<file path="config.mk">
export PLATFORM = sky130hd
export DESIGN_NAME = code_symbol_bit_packer
export DESIGN_NICKNAME = d
export VERILOG_FILES = /design/src/rtl/cspk_pkg.sv /design/src/rtl/cspk_front.sv /design/src/rtl/cspk_queue.sv /design/src/rtl/cspk_back.sv /design/src/rtl/code_symbol_bit_packer.sv
export SDC_FILE = /design/constraint.sdc
export NUM_CORES = 1
export LEC_CHECK = 0
export ABC_CLOCK_PERIOD_IN_PS = 4910
export BUFFER_PORTS_ARGS = -buffer_cell sky130_fd_sc_hd__buf_2
export CAP_MARGIN = 20
export CORE_UTILIZATION = 52
export CTS_BUF_LIST = sky130_fd_sc_hd__clkbuf_8
export DETAILED_ROUTE_END_ITERATION = 7
export GPL_ROUTABILITY_DRIVEN = 0
export PLACE_DENSITY = 0.71
export RECOVER_POWER = 100
export SLEW_MARGIN = 20
export SYNTH_ARGS = -nofsm -noshare
export SYNTH_HDL_FRONTEND = slang
export SYNTH_HIERARCHICAL = 1
export SYNTH_SLANG_ARGS = --single-unit
</file>
<file path="constraint.sdc">
create_clock -name i_clk -period 4.91 [get_ports i_clk]
set_input_delay 0.7365 -clock i_clk [delete_from_list [all_inputs] [get_ports i_clk]]
set_output_delay 0.7365 -clock i_clk [all_outputs]
set_load 0.02 [all_outputs]
</file>
<file path="src/rtl/cspk_pkg.sv">
// Shared types and constants for the code and symbol bit packer.
package cspk_pkg;

    // Field widths of the input and result items.
    localparam int CODE_W      = 16;
    localparam int CODE_BITS_W = 5;
    localparam int BYTE_W      = 8;
    localparam int RES_W       = 7;
    localparam int RES_CNT_W   = 3;
    localparam int ACC_W       = 31;
    localparam int TOTAL_W     = 5;
    localparam int RUN_BYTES   = 3;
    localparam int RUN_CNT_W   = 2;

    // Run queue depth; a power of two so the pointers wrap on their own.
    localparam int QUEUE_DEPTH = 2;
    localparam int QPTR_W      = $clog2(QUEUE_DEPTH);
    localparam int QFILL_W     = QPTR_W + 1;

    // Operation codes of an input item.
    localparam logic OP_PAIR  = 1'b0;
    localparam logic OP_FLUSH = 1'b1;

    // One run of completed bytes caused by a single input item.
    typedef struct packed {
        logic [RUN_CNT_W-1:0]              count;
        logic [RUN_BYTES-1:0][BYTE_W-1:0] bytes;
    } t_run;

    // Push side of the run queue.
    typedef struct packed {
        logic valid;
        t_run run;
    } t_push;

    // Pop side of the run queue as seen by the back end.
    typedef struct packed {
        logic valid;
        t_run run;
    } t_head;

endpackage

</file>
<file path="src/rtl/cspk_front.sv">
// Front end: accepts items, packs them onto the residual and forms byte runs.
module cspk_front #(
    parameter int MAX_CODE_BITS = 16
) (
    input  logic                             i_clk,
    input  logic                             i_rst_n,
    input  logic                             i_in_valid,
    input  logic                             i_queue_full,
    input  logic                             i_operation,
    input  logic [cspk_pkg::CODE_W-1:0]      i_code,
    input  logic [cspk_pkg::CODE_BITS_W-1:0] i_code_bits,
    input  logic [cspk_pkg::BYTE_W-1:0]      i_symbol,
    output cspk_pkg::t_push                  o_push
);

    logic [cspk_pkg::RES_W-1:0]       r_res_bits;
    logic [cspk_pkg::RES_CNT_W-1:0]   r_res_cnt;
    logic [cspk_pkg::RES_W-1:0]       n_res_bits;
    logic [cspk_pkg::RES_CNT_W-1:0]   n_res_cnt;
    logic                             accept;
    logic [cspk_pkg::CODE_BITS_W-1:0] nbits;
    logic [cspk_pkg::CODE_W-1:0]      code_mask;
    logic [cspk_pkg::CODE_W-1:0]      code_m;
    logic [cspk_pkg::ACC_W-1:0]       acc;
    logic [cspk_pkg::TOTAL_W-1:0]     total;
    logic [cspk_pkg::RUN_CNT_W-1:0]   nbytes;
    logic [cspk_pkg::RES_W-1:0]       pair_res;

    assign accept = i_in_valid && !i_queue_full;

    // Saturate the code width and keep only the used code bits.
    always_comb begin
        if (i_code_bits > cspk_pkg::CODE_BITS_W'(MAX_CODE_BITS)) begin
            nbits = cspk_pkg::CODE_BITS_W'(MAX_CODE_BITS);
        end else begin
            nbits = i_code_bits;
        end
        code_mask = ~({cspk_pkg::CODE_W{1'b1}} << nbits);
        code_m    = i_code & code_mask;
    end

    // Append code then symbol above the residual; bits above the total stay zero.
    always_comb begin
        acc = cspk_pkg::ACC_W'(r_res_bits)
            | (cspk_pkg::ACC_W'(code_m) << r_res_cnt)
            | (cspk_pkg::ACC_W'(i_symbol) << (cspk_pkg::TOTAL_W'(r_res_cnt) + nbits));
        total  = cspk_pkg::TOTAL_W'(r_res_cnt) + nbits
               + cspk_pkg::TOTAL_W'(cspk_pkg::BYTE_W);
        nbytes = total[cspk_pkg::TOTAL_W-1:cspk_pkg::RES_CNT_W];
        case (nbytes)
            2'd1:    pair_res = acc[14:8];
            2'd2:    pair_res = acc[22:16];
            2'd3:    pair_res = acc[30:24];
            default: pair_res = '0;
        endcase
    end

    // Build the run for the queue and the next residual.
    always_comb begin
        o_push     = '0;
        n_res_bits = r_res_bits;
        n_res_cnt  = r_res_cnt;
        if (accept) begin
            if (i_operation == cspk_pkg::OP_FLUSH) begin
                // A flush with an empty residual produces no byte.
                o_push.valid        = (r_res_cnt != '0);
                o_push.run.count    = cspk_pkg::RUN_CNT_W'(1);
                o_push.run.bytes[0] = cspk_pkg::BYTE_W'(r_res_bits);
                n_res_bits          = '0;
                n_res_cnt           = '0;
            end else begin
                o_push.valid        = 1'b1;
                o_push.run.count    = nbytes;
                o_push.run.bytes[0] = acc[7:0];
                o_push.run.bytes[1] = acc[15:8];
                o_push.run.bytes[2] = acc[23:16];
                n_res_bits          = pair_res;
                n_res_cnt           = total[cspk_pkg::RES_CNT_W-1:0];
            end
        end
    end

    // Residual state.
    always_ff @(posedge i_clk) begin
        if (!i_rst_n) begin
            r_res_bits <= '0;
            r_res_cnt  <= '0;
        end else begin
            r_res_bits <= n_res_bits;
            r_res_cnt  <= n_res_cnt;
        end
    end

endmodule

</file>
<file path="src/rtl/cspk_queue.sv">
// Short run queue between the front end and the back end.
module cspk_queue (
    input  logic            i_clk,
    input  logic            i_rst_n,
    input  cspk_pkg::t_push i_push,
    input  logic            i_pop,
    output cspk_pkg::t_head o_head,
    output logic            o_full
);

    cspk_pkg::t_run                  r_mem [cspk_pkg::QUEUE_DEPTH];
    logic [cspk_pkg::QPTR_W-1:0]     r_wr_ptr;
    logic [cspk_pkg::QPTR_W-1:0]     r_rd_ptr;
    logic [cspk_pkg::QFILL_W-1:0]    r_fill;
    logic [cspk_pkg::QFILL_W-1:0]    n_fill;
    logic                            do_pop;

    assign do_pop = i_pop && (r_fill != '0);
    assign o_full = (r_fill == cspk_pkg::QFILL_W'(cspk_pkg::QUEUE_DEPTH));

    // Head of the queue for the back end.
    assign o_head.valid = (r_fill != '0);
    assign o_head.run   = r_mem[r_rd_ptr];

    // Fill level follows pushes and pops.
    always_comb begin
        n_fill = r_fill;
        if (i_push.valid && !do_pop) begin
            n_fill = r_fill + cspk_pkg::QFILL_W'(1);
        end else if (!i_push.valid && do_pop) begin
            n_fill = r_fill - cspk_pkg::QFILL_W'(1);
        end
    end

    // Pointers and fill level.
    always_ff @(posedge i_clk) begin
        if (!i_rst_n) begin
            r_wr_ptr <= '0;
            r_rd_ptr <= '0;
            r_fill   <= '0;
        end else begin
            if (i_push.valid) begin
                r_wr_ptr <= r_wr_ptr + cspk_pkg::QPTR_W'(1);
            end
            if (do_pop) begin
                r_rd_ptr <= r_rd_ptr + cspk_pkg::QPTR_W'(1);
            end
            r_fill <= n_fill;
        end
    end

    // Entry storage.
    always_ff @(posedge i_clk) begin
        if (i_push.valid) begin
            r_mem[r_wr_ptr] <= i_push.run;
        end
    end

endmodule

</file>
<file path="src/rtl/cspk_back.sv">
// Back end: sends each run's bytes, one per cycle unless stalled, via an output register.
module cspk_back (
    input  logic                        i_clk,
    input  logic                        i_rst_n,
    input  cspk_pkg::t_head             i_head,
    output logic                        o_pop,
    output logic                        o_out_valid,
    input  logic                        i_out_stall,
    output logic [cspk_pkg::BYTE_W-1:0] o_out_byte,
    output logic                        o_last_of_run
);

    logic [cspk_pkg::RUN_CNT_W-1:0] r_idx;
    logic                           r_out_valid;
    logic [cspk_pkg::BYTE_W-1:0]    r_out_byte;
    logic                           r_out_last;
    logic                           load;
    logic                           is_last;

    // The output register takes a new byte whenever it is empty or being taken.
    assign load    = i_head.valid && (!r_out_valid || !i_out_stall);
    assign is_last = ((r_idx + cspk_pkg::RUN_CNT_W'(1)) == i_head.run.count);
    assign o_pop   = load && is_last;

    // Byte index within the head run.
    always_ff @(posedge i_clk) begin
        if (!i_rst_n) begin
            r_idx <= '0;
        end else if (load) begin
            r_idx <= is_last ? '0 : r_idx + cspk_pkg::RUN_CNT_W'(1);
        end
    end

    // Output valid flag.
    always_ff @(posedge i_clk) begin
        if (!i_rst_n) begin
            r_out_valid <= 1'b0;
        end else if (load) begin
            r_out_valid <= 1'b1;
        end else if (!i_out_stall) begin
            r_out_valid <= 1'b0;
        end
    end

    // Output payload.
    always_ff @(posedge i_clk) begin
        if (load) begin
            r_out_byte <= i_head.run.bytes[r_idx];
            r_out_last <= is_last;
        end
    end

    assign o_out_valid   = r_out_valid;
    assign o_out_byte    = r_out_byte;
    assign o_last_of_run = r_out_last;

endmodule

</file>
<file path="src/rtl/code_symbol_bit_packer.sv">
// Top level of the code and symbol bit packer: front end, run queue and back end.
//
//   Channel  Direction  Handshake                 Payload
//   input    in         i_in_valid / o_in_stall   i_operation, i_code, i_code_bits, i_symbol
//   output   out        o_out_valid / i_out_stall o_out_byte, o_last_of_run
//
// An item can be accepted every cycle while the run queue is not full; it yields zero to
// three bytes, and the back end sends one byte per cycle while the output is not stalled.
// The first byte of an item passes through the run queue and then the output register.
// The input stalls only when the two-entry run queue is full.
// Reset is synchronous and clears the residual, the queue and the output valid flag.
module code_symbol_bit_packer #(
    parameter int MAX_CODE_BITS = 16
) (
    input  logic                             i_clk,
    input  logic                             i_rst_n,
    input  logic                             i_in_valid,
    output logic                             o_in_stall,
    input  logic                             i_operation,
    input  logic [cspk_pkg::CODE_W-1:0]      i_code,
    input  logic [cspk_pkg::CODE_BITS_W-1:0] i_code_bits,
    input  logic [cspk_pkg::BYTE_W-1:0]      i_symbol,
    output logic                             o_out_valid,
    input  logic                             i_out_stall,
    output logic [cspk_pkg::BYTE_W-1:0]      o_out_byte,
    output logic                             o_last_of_run
);

    cspk_pkg::t_push push;
    cspk_pkg::t_head head;
    logic            queue_full;
    logic            pop;

    assign o_in_stall = queue_full;

    // Packing of items into byte runs.
    cspk_front #(
        .MAX_CODE_BITS(MAX_CODE_BITS)
    ) u_front (
        .i_clk       (i_clk),
        .i_rst_n     (i_rst_n),
        .i_in_valid  (i_in_valid),
        .i_queue_full(queue_full),
        .i_operation (i_operation),
        .i_code      (i_code),
        .i_code_bits (i_code_bits),
        .i_symbol    (i_symbol),
        .o_push      (push)
    );

    // Runs waiting for the back end.
    cspk_queue u_queue (
        .i_clk  (i_clk),
        .i_rst_n(i_rst_n),
        .i_push (push),
        .i_pop  (pop),
        .o_head (head),
        .o_full (queue_full)
    );

    // Byte sender.
    cspk_back u_back (
        .i_clk        (i_clk),
        .i_rst_n      (i_rst_n),
        .i_head       (head),
        .o_pop        (pop),
        .o_out_valid  (o_out_valid),
        .i_out_stall  (i_out_stall),
        .o_out_byte   (o_out_byte),
        .o_last_of_run(o_last_of_run)
    );

endmodule

</file>
# After elaboration in Yosys (flattened, before gate mapping)

Memory sizes are Yosys's and may differ from the RTL's. A register that Yosys moved wholly into a read port is not among the register bits.
Index checks and enable logic that the tools add are counted.

$add $sub $neg: 7
Multiply operators: 0
Divide/modulo/power cells: 0
Magnitude comparators: 2
Equality and inequality tests: 6
Shift-type cells: 3
Multiplexer cells: 19
Bitwise operators: 4
Reduce and logical (&&, ||, !) cells: 15

Operator list:

| kind                  | number |
|---|---|
| $or 31x31->31         | 1 |
| $or 7x31->31          | 1 |
| $shl 16x3->31         | 1 |
| $shl 8x5->31          | 1 |
| $mux 27               | 1 |
| $pmux 7 s3            | 1 |
| $and 16x16->16        | 1 |
| $bmux 8 s2            | 1 |
| $mux 16               | 1 |
| $mux 8                | 2 |
| $not 16->16           | 1 |
| $shl 16x5->16 const A | 1 |
| $mux 7                | 1 |
| $eq 2x2->1 const B    | 3 |
| $logic_and 1x1->1     | 6 |
| $mux 1                | 6 |
| $mux 2                | 3 |
| $mux 3                | 2 |
| $add 3x5->5           | 1 |
| $add 5x4->5 const B   | 1 |
| $gt 5x5->1 const B    | 1 |
| $logic_not 1->1       | 5 |
| $mux 5                | 1 |
| $add 2x1->2 const B   | 2 |
| 9 further kinds       | 11 |

Register bits after elaboration: 26
Latch bits: 0
Bits in writable memories: 52
Bits in read-only memories: 0
Input bits: 34
Output and inout bits: 11
Word-level logic and storage cells: 66
Memories kept: 1

Memory list:

| name          | words | bits a word | read ports | clocked after Yosys merged registers in | write ports | line             | text |
|---|---|---|---|---|---|---|---|
| u_queue.r_mem | 2     | 26          | 1          | 1                                       | 1           | cspk_queue.sv:11 | `cspk_pkg::t_run r_mem [cspk_pkg::QUEUE_DEPTH];` |

# Longest topological paths before layout

Gate-level depths: netlist of the first run.

Depth in word-level cells: 14
Gate-level depth with buffers: 16
Gate-level depth less buffers: 13

# Hierarchy

The synthesis of the first run kept the hierarchy.

By module, submodules not included:

| module     | times used | cells an instance | area an instance (µm²) | seq. area each (µm²) |
|---|---|---|---|---|
| cspk_front | 1          | 379               | 2,570.0                | 200.2 |
| cspk_queue | 1          | 103               | 2,092.0                | 1,661.6 |
| cspk_back  | 1          | 57                | 623.1                  | 330.3 |

# Worst setup path after synthesis of the first run

OpenSTA, ideal clock, no wires.

Path type: input port to flip-flop
Start: in i_code_bits[4] (netlist bit)
End: reg u_front/r_res_bits[0] (netlist bit)
Library setup time: 0.127 ns
Data arrival time: 3.498 ns
Data required time: 4.783 ns
Setup slack: 1.285 ns
Cell stages on the path: 15
Path buffers: 4
Cells stage by stage: buf_2 buf_1 nor2b_1 ha_1 and4b_1 o21a_1 o21ai_1 nand2_1 clkbuf_1 ha_1 clkbuf_1 inv_1 nor4_1 a2111oi_0 o21ai_1

Longest elaborated chain between the ends: 10

RTL lines:

| item                 | line                         | text |
|---|---|---|
| start, declared      | code_symbol_bit_packer.sv:21 | `input logic [cspk_pkg::CODE_BITS_W-1:0] i_code_bits,` |
| $gt 5x5->1           | cspk_front.sv:33             | `if (i_code_bits > cspk_pkg::CODE_BITS_W'(MAX_CODE_BITS)) begin` |
| $mux 5 *             | cspk_front.sv:33             |  |
| $shl 16x5->16        | cspk_front.sv:38             | `code_mask = ~({cspk_pkg::CODE_W{1'b1}} << nbits);` |
| $not 16->16          | cspk_front.sv:38             |  |
| $and 16x16->16       | cspk_front.sv:39             | `code_m = i_code & code_mask;` |
| $shl 16x3->31        | cspk_front.sv:45             | `\| (cspk_pkg::ACC_W'(code_m) << r_res_cnt)` |
| $or 7x31->31         | cspk_front.sv:45             |  |
| $or 31x31->31        | cspk_front.sv:46             | `\| (cspk_pkg::ACC_W'(i_symbol) << (cspk_pkg::TOTAL_W'(r_res_cnt) + nbits));` |
| $pmux 7 s3 *         | cspk_front.sv:50             | `case (nbytes)` |
| $mux 7 *             | cspk_front.sv:64             | `if (i_operation == cspk_pkg::OP_FLUSH) begin` |
| end signal, assigned | cspk_front.sv:89             | `r_res_bits <= n_res_bits;` |
| end, declared        | cspk_front.sv:16             | `logic [cspk_pkg::RES_W-1:0] r_res_bits;` |

Every way passes the cells marked *; elsewhere a longest branch is shown, timed or not.
A chain may end at the register's enable or synchronous reset.

==> results_dict.tcl, run 1 <==
set metrics [dict create \
    run_status "finished, violations left" \
    violations "max-capacitance violations, max-slew violations" \
    num_rows 36 \
    die_w_um 103 \
    pwr-share-seq_pct 44.5 \
    avgViaCountPerCell 6.44 \
    final_common_cell "edfxtp_1" \
    cp_num_buf_inv 2 \
    setup_viol 0 \
    core_area_sq_um 9820 \
    cts.sinks 79 \
    intPower_w 0.00126 \
    hold_path_class "flop to flop" \
    seq_area_frac_synth_pct 41.5 \
    ant_nets 0 \
    min_path_cells 2 \
    grt_setup_unrepaired "false" \
    grt_pass1_wl_um 21200 \
    cts.clk_slew.worst_paths_ns 0.09 \
    path_cells "buf_2, nor2b_1, and2_0, fa_1, xor2_1, clkbuf_1, mux4_2, o2bb2ai_1, a221oi_1, nor2_1" \
    ys_warn_count 6 \
    synth_top_area_cell "edfxtp_1" \
    ctsHoldBuffers 0 \
    n_antenna_cell 0 \
    p_switching_w 0.000592 \
    dp_hpwl_um 9680 \
    post-place-ws_ns 0.875 \
    dieArea_sq_um 10600 \
    min_period_over_period_pct 85.8 \
    maxCapViolCount 2 \
    die_h_um 103 \
    grt_util_all_layers_pct 26.5 \
    cp_slowest_stage_delay_ns 0.62 \
    drc 0 \
    ir_worst_vdd_v 0.000144 \
    path_max_fanout 34 \
    synth-main-ff-cell "edfxtp_1" \
    final_cell_mix "edfxtp_1, nand2_1, nor2_1" \
    drt_wl_total_um 13500 \
    synth.distinct_cells 74 \
    clock-skew-final_ns 0.0171 \
    final_cell_area_sq_um 5740 \
    worstSkewPairLatency_ns 0.35 \
    initial_core_util_pct 53.8 \
    grt_start_max_net_pins 35 \
    num_vias 4525 \
    globalRouteOverflowTotal 0 \
    numPortBuffers 44 \
    crit_family "buffers and inverters" \
    cts_root_buf "clkbuf_8" \
    fin_total_pwr_w 0.00186 \
    antenna_found_initial 0 \
    dpl-instance-area_sq_um 5580 \
    fin_ws_ns 0.696 \
    hold_ws_ns 0.461 \
    crit_required_ns 4.96 \
    crit_path_end_kind "flop" \
    syn_area_sq_um 5290 \
    async_reset_ff_share_pct 0 \
    arrival_ns 4.27 \
    syn-num-nets 580 \
    tightest_slew_ns 1.54 \
    drt_iter0_markers 481 \
    syn_to_final_growth_pct 8.69 \
    synthTopCellsByArea "edfxtp_1, dfxtp_1, mux2_2" \
    wl_per_cell_um 19.2 \
    rr_worst_depth 9 \
    slew_viol_final 54 \
    grt_pass1_vias 4103 \
    fmax_mhz 237 \
    power.density_nw_per_um2 323 \
    r2r-end "u_queue/r_fill[1]" \
    hold_violations 0 \
    crit_slowest_cell "a221oi_1" \
    p_sw_share_pct 31.9 \
    finalCriticalPeriod_ns 4.21 \
    r2r_setup_slack_ns 1.08 \
    synth_seq_cells 79 \
    synth.top_cell.area_share_pct 34.7 \
    clk_path_buf_depth 2 \
    drive_gt1_share_pct 16.3 \
    nNetsFinal 606 \
    post_cts_buffers 0 \
    cts_inserted_buffers 9 \
    path_class "input pin to flop" \
    syn_avg_cell_area_sq_um 9.81 \
    combPwrFrac_pct 26.3 \
    clkPwrFrac_pct 29.1 \
    synth_edf_count 61 \
    postSynthCellCount 539 \
    cts-resized-gates 0 \
    holdPathEnd "u_front/r_res_bits[0]" \
    ctsHtreeMaxLevel 3 \
    drtPass1Iterations 6 \
    p_leak_nw 1.98 \
    startpoint_type "input pin" \
    finalSetupTns_ns 0 \
    hp-start "u_front/r_res_bits[0]" \
    ios 45 \
    cts_tree "yes" \
    slew-limit-headroom_pct -2.35 \
]
-- cells in the mapped netlist, drive strengths merged (3+ instances only) --
| cell type | number |
|---|---|
| a211oi | 10 |
| clkinv | 3 |
| o2bb2ai | 3 |
| nand2b | 5 |
| a2bb2oi | 3 |
| nand3 | 13 |
| nand4 | 4 |
| o31ai | 3 |
| edfxtp | 61 |
| buf | 15 |
| o21ai | 38 |
| a21oi | 25 |
| o221ai | 11 |
| mux2i | 29 |
| a221oi | 3 |
| a2111oi | 3 |
| ha | 6 |
| nand2 | 47 |
| and2 | 14 |
| mux2 | 27 |
| o21a | 10 |
| a31oi | 9 |
| inv | 10 |
| dfxtp | 18 |
| o22ai | 4 |
| clkbuf | 24 |
| mux4 | 5 |
| nor3 | 10 |
| xnor2 | 6 |
| a21o | 3 |
| o211ai | 14 |
| nor2 | 38 |
| nor4 | 5 |
| nor2b | 15 |
-- cell families (layout without fill, tap and decap cells) --
family | after synthesis | after routing | synth area share, %
multiplexers | 61 | 61 | 13.6
adder cells (fa/ha/maj) | 7 | 7 | 1.80
AND/OR/NAND/NOR | 164 | 164 | 15.4
flip-flops | 79 | 79 | 41.5
AO/OA/AOI/OAI | 168 | 168 | 22.1
XOR/XNOR | 8 | 8 | 1.47
buffers and inverters | 52 | 83 | 4.14
-- flip-flops by register name, indices dropped and copies added (netlist names), named ones only --
name / flops
u_back/o_out_byte: 8
u_back/o_out_valid: 1
u_back/o_last_of_run: 1
u_front/r_res_cnt: 3
u_queue/r_rd_ptr: 1
u_queue/r_wr_ptr: 1
u_queue/r_fill: 2
u_back/r_idx: 2
u_front/r_res_bits: 7
u_queue/r_mem: 52
-- worst max-delay path by stage --
| stage | from | cells after the start | to |
|---|---|---|---|
| after global placement | i_code_bits[4] | 14 | u_front/r_res_bits[5] |
| final | i_code_bits[4] | 10 | u_queue/r_mem[1][17] |
| after detailed placement | i_code_bits[4] | 14 | u_front/r_res_bits[5] |
| after CTS | i_code_bits[4] | 14 | u_front/r_res_bits[5] |
| after global routing | i_code_bits[4] | 10 | u_queue/r_mem[1][17] |
| after floorplan | i_code_bits[4] | 15 | u_front/r_res_bits[0] |
-- worst register-to-register path: stages (launching register included) --
cell and delay, ns:
dfxtp_1 0.31, clkbuf_1 1.06, mux2_1 0.46, xnor2_1 0.17
or3b_2 0.47, a21oi_1 0.20, o21ai_0 0.19, ha_1 0.36
or3_1 0.36, a21boi_0 0.17
-- metrics by stage --
| step | cells | utilization [%] |
|---|---|---|
| global placement | 687 | 56.8 |
| detailed placement | 687 | 56.8 |
| CTS | 703 | 59.1 |
| finish | 703 | 58.5 |
| floorplan | 539 | - |
| global route | 703 | 58.5 |
-- layout make-up --
cell class	count	area [sq um]
inverter	13	48.8
clock inverter	7	96.3
clock buffer	9	124
multi-input combinational	408	2850
tap	133	166
sequential	79	2190
fill	902	4080
timing repair buffer	54	263
-- layer usage --
metal	track usage, %	vias to the layer above	part of all wire (%)
li1	-	2114	-
met1	36.7	2166	44
met2	42.3	207	46
met3	3.53	38	6.4
met4	10.8	0	3.4
met5	0	-	0
-- power groups by stage --
stage          Sequential, W  Combinational [W]  Clock [W]
2_1_floorplan       0.000857           0.000338          0
3_3_place_gp        0.000838           0.000485          0
3_5_place_dp        0.000841           0.000495          0
4_1_cts             0.000826           0.000497   0.000549
5_1_grt             0.000835           0.000525   0.000581
6_report            0.000827           0.000489   0.000541
No activity file was read; power rests on OpenSTA's default activity.
==> inputs of run 2 (changes only) <==
==> constraint.sdc (replaced) <==
create_clock -name i_clk -period 4.91 [get_ports i_clk]
set_input_delay 1.473 -clock i_clk [delete_from_list [all_inputs] [get_ports i_clk]]
set_output_delay 1.473 -clock i_clk [all_outputs]
set_load 0.02 [all_outputs]
==> run 2 against run 1 <==
- the flow still finishes with violations (max-capacitance violations, max-slew violations)
- global-route usage fell by 0.59 points
- die area did not move
- via count rose by 1.0%
- clock skew fell by 0.0041 ns
- maximum frequency fell by 4.6%
- non-clock buffer count rose by 2
- count of clock-buffer cells in the layout did not move
- register-to-register slack barely moved
- cell area rose by 0.28%
- clock power fell by 4.6%
- total power fell by 1.3%
- sequential share of layout area fell by 0.11 points
- largest cell class unchanged
- largest power group unchanged
==> results_dict.tcl, run 2 (same netlist as run 1, synthesis figures left out) <==
set metrics [dict create \
    run_status "finished, violations left" \
    violations "max-capacitance violations, max-slew violations" \
    fmax_mhz 226 \
    setup_viol 0 \
    power.density_nw_per_um2 318 \
    ios 45 \
    core_area_sq_um 9820 \
    path_max_fanout 14 \
    grt_pass1_wl_um 20600 \
    finalCriticalPeriod_ns 4.42 \
    ant_nets 0 \
    final_cell_mix "edfxtp_1, nand2_1, nor2_1" \
    wl_per_cell_um 18.8 \
    post-place-ws_ns 0.545 \
    crit_required_ns 5.13 \
    cts-resized-gates 0 \
    worstSkewPairLatency_ns 0.34 \
    drive_gt1_share_pct 16.3 \
    ctsHtreeMaxLevel 3 \
    slew-limit-headroom_pct -3.25 \
    regMostFlops "u_queue/r_mem" \
    post_cts_buffers 0 \
    cts.clk_slew.worst_paths_ns 0.08 \
    syn_to_final_growth_pct 9.00 \
    ir_worst_vdd_v 0.000167 \
    grt_busiest_layer "met2" \
    grt_util_met2_pct 40.0 \
    startpoint_type "input pin" \
    cts_tree "yes" \
    n_antenna_cell 0 \
    cts.sinks 79 \
    hold_path_class "flop to flop" \
    tightest_slew_ns 1.55 \
    grt_pass1_vias 4090 \
    initial_core_util_pct 53.8 \
    dieArea_sq_um 10600 \
    rr_worst_depth 6 \
    clock-skew-final_ns 0.0130 \
    crit_path_end_kind "flop" \
    grt_start_max_net_pins 35 \
    num_rows 36 \
    fillCellCount 899 \
    p_leak_nw 2.00 \
    cts_inserted_buffers 9 \
    drt_wl_total_um 13300 \
    final_common_cell "edfxtp_1" \
    dp.cells 689 \
    fin_cells 705 \
    drc 0 \
    grt_util_met3_pct 3.59 \
    die_h_um 103 \
    avgViaCountPerCell 6.48 \
    cts_root_buf "clkbuf_8" \
    maxCapViolCount 2 \
    min_path_cells 2 \
    grtUsageMet1_pct 36.3 \
    antenna_found_initial 0 \
    numPortBuffers 44 \
    grt_util_all_layers_pct 26.0 \
    arrival_ns 4.64 \
    path_class "input pin to flop" \
    clk_path_buf_depth 2 \
    hold_violations 0 \
    min_period_over_period_pct 90.0 \
    num_vias 4571 \
    largest_reg_flops 52 \
    ctsHoldBuffers 0 \
    dp_hpwl_um 9560 \
    drt_iter0_markers 588 \
    finalSetupTns_ns 0 \
    drtPass1Iterations 6 \
    nNetsFinal 608 \
    fin_ws_ns 0.491 \
    die_w_um 103 \
    globalRouteOverflowTotal 0 \
    slew_viol_final 55 \
    grt_setup_unrepaired "false" \
]
==> run 2: final timing paths <==
kind	to	slack, ns	startpoint
max reg2reg	u_queue/r_mem[0][17]	1.07	u_front/r_res_cnt[0]
min	u_front/r_res_bits[0]	0.46	u_front/r_res_bits[0]
min reg2reg	u_front/r_res_bits[0]	0.46	u_front/r_res_bits[0]
max	u_front/r_res_bits[0]	0.49	i_code_bits[0]
==> run 2: critical path, stage by stage <==
cell       delay, ns
clkbuf_1        0.45
nor2b_4         0.31
and2_1          0.16
fa_1            0.25
nand2_1         0.07
nand2_1         0.07
a21o_1          0.35
clkinv_1        0.37
nand3_1         0.34
o221ai_1        0.19
a2111oi_0       0.50
o21ai_1         0.09
==> run 2: area by class of cell <==
class                      instances  area [sq um]  area share, %
clock buffer                       9           124           2.15
clock inverter                     7          90.1           1.56
inverter                          13          48.8          0.847
multi-input combinational        408          2860           49.7
sequential                        79          2190           38.1
tap                              133           166           2.89
timing repair buffer              56           275           4.78
==> run 2: metrics by stage <==
stage	total power (W)	hold slack, ns	util (%)	instance area (sq um)
finish	0.00183	0.458	58.7	5760
global route	0.00192	0.481	58.7	5760
CTS	0.00185	0.456	59.1	5810
detailed placement	0.00133	0.445	57.0	5590
global placement	0.00133	0.443	57.0	5590
floorplan	0.00119	0.430	-	5290
==> run 2: report_power, final <==
part	leakage [nW]	switching (W)	total (W)	internal [W]
Combinational	1.15	0.000305	0.000485	0.000180
Sequential	0.732	0.0000331	0.000831	0.000798
Clock	0.116	0.000231	0.000516	0.000285
==> run 2: layer usage <==
| layer | part of all wire, % | wire length [um] |
|---|---|---|
| met5 | 0 | 0 |
| met4 | 3.8 | 499 |
| met3 | 8.2 | 1080 |
| met2 | 44 | 5870 |
| met1 | 44 | 5820 |
